$ cat config.mk
export PLATFORM = sky130hd
export DESIGN_NAME = tcde_queue
export DESIGN_NICKNAME = d
export VERILOG_FILES = /design/src/rtl/tcde_pkg.sv /design/src/rtl/tcde_queue.sv
export SDC_FILE = /design/constraint.sdc
export NUM_CORES = 1
export LEC_CHECK = 0
export BUFFER_PORTS_ARGS = -buffer_cell sky130_fd_sc_hd__buf_2
export CORE_MARGIN = 4
export CORE_UTILIZATION = 54
export CTS_BUF_LIST = sky130_fd_sc_hd__clkbuf_4 sky130_fd_sc_hd__clkbuf_8
export DETAILED_ROUTE_END_ITERATION = 10
export PLACE_DENSITY_LB_ADDON = 0.15
export SKIP_LAST_GASP = 1
export SLEW_MARGIN = 25
export SYNTH_ARGS = -nofsm -noshare
export SYNTH_HDL_FRONTEND = slang
export SYNTH_SLANG_ARGS = --single-unit
$ cat constraint.sdc
create_clock -name clock -period 5.4 [get_ports clock]
set_input_delay 1.08 -clock clock [delete_from_list [all_inputs] [get_ports clock]]
set_output_delay 1.08 -clock clock [all_outputs]
set_load 0.05 [all_outputs]
$ cat src/rtl/tcde_pkg.sv
// Shared types, constants and helper functions of the terminal cell delta encoder.
package tcde_pkg;

   // Request codes on req_type
   localparam logic [1:0] REQ_START = 2'd0;
   localparam logic [1:0] REQ_CELL  = 2'd1;
   localparam logic [1:0] REQ_END   = 2'd2;

   // Default geometry of the shown-cell store
   localparam int DEF_MAX_COLUMNS = 128;
   localparam int DEF_MAX_ROWS    = 64;

   // Register reset value and computed-width size
   localparam logic [7:0] LINE_WIDTH_RESET = 8'd80;
   localparam int         WIDTH_W          = 9;

   // Stored cell: back RGB, fore RGB, glyph
   localparam int          CELL_W     = 56;
   localparam logic [55:0] CELL_RESET = {24'h010101, 24'h010101, 8'h21};

   localparam int QUEUE_DEPTH = 4;

   // Byte slot template of the back end
   localparam int SLOT_W     = 7;
   localparam int SLOT_CUR   = 0;
   localparam int SLOT_BACK  = 10;
   localparam int SLOT_FORE  = 29;
   localparam int SLOT_GLYPH = 48;
   localparam int SLOT_START = 51;
   localparam int SLOT_END   = 59;
   localparam int NUM_SLOTS  = 71;

   // Character codes
   localparam logic [7:0] CH_ESC   = 8'h1B;
   localparam logic [7:0] CH_LBR   = 8'h5B;
   localparam logic [7:0] CH_SEMI  = 8'h3B;
   localparam logic [7:0] CH_ZERO  = 8'h30;
   localparam logic [7:0] CH_TWO   = 8'h32;
   localparam logic [7:0] CH_THREE = 8'h33;
   localparam logic [7:0] CH_FOUR  = 8'h34;
   localparam logic [7:0] CH_SIX   = 8'h36;
   localparam logic [7:0] CH_EIGHT = 8'h38;
   localparam logic [7:0] CH_QUEST = 8'h3F;
   localparam logic [7:0] CH_BIG_H = 8'h48;
   localparam logic [7:0] CH_H     = 8'h68;
   localparam logic [7:0] CH_L     = 8'h6C;
   localparam logic [7:0] CH_M     = 8'h6D;
   localparam logic [7:0] CH_SPACE = 8'h20;
   localparam logic [7:0] GLYPH_HALF = 8'h01;
   localparam logic [7:0] UTF_B0   = 8'hE2;
   localparam logic [7:0] UTF_B1   = 8'h96;
   localparam logic [7:0] UTF_B2   = 8'h80;

   typedef enum logic [1:0] {JOB_START, JOB_END, JOB_CELL} job_kind_type;

   typedef struct packed {
      job_kind_type kind;
      logic [5:0]   row;
      logic [6:0]   column;
      logic [23:0]  back;
      logic [23:0]  fore;
      logic [7:0]   glyph;
      logic [11:0]  row_bcd;
      logic [11:0]  col_bcd;
      logic [11:0]  br_bcd;
      logic [11:0]  bg_bcd;
      logic [11:0]  bb_bcd;
      logic [11:0]  fr_bcd;
      logic [11:0]  fg_bcd;
      logic [11:0]  fb_bcd;
   } job_type;

   // Binary to three BCD digits, shift-and-add-3
   function automatic logic [11:0] to_bcd(input logic [7:0] v);
      logic [11:0] bcd;
      bcd = '0;
      for (int i = 7; i >= 0; i--) begin
         if (bcd[3:0] >= 4'd5) bcd[3:0] = bcd[3:0] + 4'd3;
         if (bcd[7:4] >= 4'd5) bcd[7:4] = bcd[7:4] + 4'd3;
         if (bcd[11:8] >= 4'd5) bcd[11:8] = bcd[11:8] + 4'd3;
         bcd = {bcd[10:0], v[i]};
      end
      return bcd;
   endfunction

endpackage

$ cat src/rtl/tcde_queue.sv
// Short job queue between the front and back ends.
module tcde_queue (
   input  logic              clock,
   input  logic              reset,
   input  logic              push_valid,
   output logic              push_ready,
   input  tcde_pkg::job_type push_data,
   output logic              pop_valid,
   input  logic              pop_ready,
   output tcde_pkg::job_type pop_data
);
   import tcde_pkg::*;

   localparam int PW = $clog2(QUEUE_DEPTH);
   localparam int CW = $clog2(QUEUE_DEPTH + 1);

   job_type       slot_ff [QUEUE_DEPTH];
   logic [PW-1:0] head_ff, head_in, tail_ff, tail_in;
   logic [CW-1:0] count_ff, count_in;
   logic          do_push, do_pop;

   assign push_ready = (count_ff != CW'(QUEUE_DEPTH));
   assign pop_valid  = (count_ff != '0);
   assign pop_data   = slot_ff[head_ff];
   assign do_push    = push_valid && push_ready;
   assign do_pop     = pop_valid && pop_ready;

   always_comb begin
      head_in  = do_pop ? PW'(head_ff + PW'(1)) : head_ff;
      tail_in  = do_push ? PW'(tail_ff + PW'(1)) : tail_ff;
      count_in = count_ff + CW'(do_push) - CW'(do_pop);
   end

   always_ff @(posedge clock) begin
      if (reset) begin
         head_ff  <= '0;
         tail_ff  <= '0;
         count_ff <= '0;
      end else begin
         head_ff  <= head_in;
         tail_ff  <= tail_in;
         count_ff <= count_in;
      end
      if (do_push) begin
         slot_ff[tail_ff] <= push_data;
      end
   end
endmodule

# After elaboration in Yosys (flattened, before gate mapping)
# Memories as Yosys holds them, arrays and structs flattened. A register that Yosys moved wholly into a read port is not among the register bits.
# Cells that the tools add are included.
dict set report totals {
  register_bits 7
  input_bits 171
  word_cells 16
  mem_bits_rw 668
  out_inout_bits 169
  n_memories 1
}
dict set report op_classes {
  n_addsub 4
  n_eq_ne 1
  n_reduce_logical 3
  muxes 4
}
# name depth width read_ports rd_ports_with_merged_regs write_ports line_no
set mem_list {}
lappend mem_list {slot_ff 4 167 1 1 1 tcde_queue.sv:17} ;# job_type slot_ff [QUEUE_DEPTH];
# cell n
set op_table {}
lappend op_table {{adder 2 x 1 -> 2 bit, second input constant} 2}
lappend op_table {{two-way mux 2 bit} 2}
lappend op_table {{adder 3 x 1 -> 3 bit} 1}
lappend op_table {{inequality test 3 bit, second input constant} 1}
lappend op_table {{nonzero test 3 bit} 1}
lappend op_table {{subtractor 3 x 1 -> 3 bit} 1}
lappend op_table {{logical AND 1 bit} 2}
lappend op_table {{two-way mux 1 bit} 2}

# Logic depth before layout (Yosys ltp)
dict set report logic_depth {
  word_depth 4
  mapped_depth 11
  mapped_depth_nobuf 11
}

# Worst setup path after synthesis
# No wires, ideal clock.
dict set report synth_path {
  kind {input to register}
  start {input port push_valid}
  end {memory slot_ff[0][0] (netlist bit) (enable)}
  setup_slack_ps -451
  t_required_ps 4853
  t_arrival_ps 5303
  setup_time_ps 547
  path_stages 2
  n_path_buf 0
  cell_sequence {a21boi_1 > and2_1}
}
dict set report synth_via {
  elab_chain_cells 3
}
# element line_no
set synth_rtl {}
lappend synth_rtl {{from (decl)} tcde_queue.sv:5} ;# input logic push_valid,
lappend synth_rtl {{logical AND 1 bit} tcde_queue.sv:25} ;# assign do_push = push_valid && push_ready;
lappend synth_rtl {{two-way mux 1 bit} tcde_queue.sv:44} ;# if (do_push) begin
lappend synth_rtl {{two-way mux 1 bit (not written as such)} tcde_queue.sv:45} ;# slot_ff[tail_ff] <= push_data;
lappend synth_rtl {{to (decl)} tcde_queue.sv:17}
# No other way between the ends.

==> flow_summary.json <==
{
  "ys_warn_count": 0,
  "fin_crit_ns": 3.965,
  "fmax_mhz": 252.2,
  "avgSynthCellArea_um2": 26.71,
  "post-place-ws_ns": 1.890,
  "fin_worst_skew_ns": 0.02595,
  "yosysUniqueCellTypes": 26,
  "ys_seq_area_frac": 0.8218,
  "crit_chain": "buf_12 -> mux4_2 -> buf_2",
  "fin_nets": 1530,
  "dp.cells": 1836,
  "vdd_drop_max_uv": 342.6,
  "ctsResizeCount": 0,
  "cts-buffers-inserted": 105,
  "synth.area.top_cells": "edfxtp_1, mux4_2, dfxtp_1",
  "crit_required_ns": 4.32,
  "place_congestion": 0.7342,
  "regArea_mm2": 0.02025,
  "clock_sinks": 677,
  "setup_slack_ns": 1.435,
  "relSlewSlack": 0.3337,
  "tns_ns": 0,
  "power.density_mw_per_mm2": 534.4,
  "syn_area_mm2": 0.02463,
  "start_util": 0.5521,
  "clockRootBuffer": "clkbuf_8",
  "chipWidth_um": 221.6,
  "grt_pass1_wl_um": 73420,
  "final_hold_viol_count": 0,
  "placement_rows": 77,
  "drt_iter0_markers": 686,
  "postCtsSetupBuffers": 0,
  "h-tree-depth": 3,
  "antenna_found_initial": 13,
  "rsz0062_at_grt": "false",
  "synth_top_area_share": 0.8145,
  "wl_um": 48030,
  "synth_ff_type": "edfxtp_1",
  "syn_to_final_growth_pct": 17.78,
  "overflow": 0,
  "post-route-period-util": 0.7343,
  "critPathCaptureType": "primary output",
  "instances_no_fill": 2030,
  "cts_buffer_depth": 3,
  "power.leakage_uw": 0.009723,
  "grt_pass1_vias": 11913,
  "vias_per_cell": 5.495,
  "ys_ff_latch": 677,
  "final-max-slew-violation-count": 0,
  "r2r_slack_ns": 2.66,
  "grt_usage": 0.1970,
  "cp-start-kind": "flip-flop",
  "grt_max_degree": 76,
  "synth_most_common_cell": "edfxtp_1",
  "die_area_mm2": 0.04909,
  "design_area_mm2": 0.02901,
  "port-buffer-count": 339,
  "hold_class": "flip-flop to flip-flop",
  "cp_max_fo": 43,
  "yosysTopAreaCell": "edfxtp_1",
  "status": "finished, final reports clean",
  "io_pins": 340,
  "dr.pass1.iters": 5,
  "die_h_um": 221.6,
  "vias": 11154,
  "setup_viol": 0,
  "final_layout_size_suffix_gt1_frac": 0.4860,
  "dpl.hpwl_um": 28970,
  "netlist_instances": 922,
  "multi_input_area_mm2": 0.004034,
  "synth_commonest_cells": "edfxtp_1, mux4_2, buf_2, buf_8, dfxtp_1",
  "arrival_ns": 2.89,
  "fill_cells": 3002,
  "syn-num-nets": 1100,
  "cts_tree": "yes",
  "hold_buffers": 0,
  "ys_async_sr_fraction": 0,
  "max_slew.worst_pin.slew_ns": 0.9995,
  "slowest_delay_ns": 0.88,
  "design.core.area_mm2": 0.04461,
  "dpl_cell_area_mm2": 0.02705,
  "synth_edf_count": 668,
  "crit_slowest_cell": "dfxtp_4",
  "ant_nets": 0,
  "post_drt_wl_per_cell_um": 23.66,
  "path_clk_slew_ns": 0.06,
  "critical_path_class": "flip-flop to primary output",
  "clock_latency_ns": 0.67,
  "remaining_drc_errors": 0,
  "maxCapViolations": 0
}
path summary, 6_finish.rpt:
path / from / to / cells past startpoint
worst min register to register: head_ff[1] / flip-flop / 2
worst min-delay path: head_ff[1] / flip-flop / 2
worst max-delay path: flip-flop / pop_data[7] / 3
worst max register to register: count_ff[1] / slot_ff[1][56] / 4
registers in the layout (all words and copies together) (netlist names), named ones only:
register  flops
count_ff      3
head_ff       2
slot_ff     668
tail_ff       2
through the flow:
stage            util  power, uW  hold slack (ns)
3_3_place_gp   0.6065      11790           0.5011
2_1_floorplan       -      10670           0.4820
4_1_cts        0.6493      15720           0.5086
6_report       0.6503      15500           0.5108
5_1_grt        0.6499      16210           0.5440
3_5_place_dp   0.6065      11820           0.5123
logic make-up (layout without fill, tap and decap cells):
family	after synthesis	count (layout)	synth area share
flops	677	677	0.8218
mux	169	169	0.1536
buf+inv	44	550	0.01483
simple gates	19	19	0.003861
fa+ha+maj	7	7	0.003861
compound gates	3	3	0.001016
xor+xnor	3	3	0.001067
other cells	0	10	0
layout by cell type (no fill, tap or decap), types with 2 or more instances in the layout:
cell type   instances
edfxtp_1          668
buf_2             339
mux4_2            167
clkbuf_8          105
clkbuf_4           33
clkinv_1           25
clkinv_2           14
buf_12             13
diode_2            10
buf_4              10
nor2_1              8
dfxtp_1             7
ha_1                6
inv_1               5
and2_4              4
clkinvlp_4          4
xor2_1              2
nand2b_1            2
dfxtp_4             2
inv_8               2
worst max-delay path, delay by kind of cell, from the launching register on:
family   cells  cell delay (ns)
flops        1             0.88
mux          1             0.56
buf+inv      2             0.64
report_power, final:
group	internal, uW	switching [uW]
sequential	6430	244
clock	2040	1840
combinational	1490	3460
total	9960	5540
metal layers:
| metal | GRT usage | vias up | share of wire |
|---|---|---|---|
| met5 | 0 | - | 0.0012 |
| met4 | 0.05642 | 8 | 0.019 |
| met3 | 0.06977 | 74 | 0.077 |
| met2 | 0.3061 | 342 | 0.50 |
| met1 | 0.2706 | 5857 | 0.41 |
| li1 | - | 4873 | - |
area by class of cell:
cell class | instances | area share
clock inverter | 45 | 0.007462
tap | 592 | 0.02554
sequential | 677 | 0.6980
clock buffer | 138 | 0.05836
multi-input combinational | 201 | 0.1391
antenna | 10 | 0.0008627
inverter | 5 | 0.0006470
timing repair buffer | 362 | 0.07005
(Power assumes the default switching activity.)
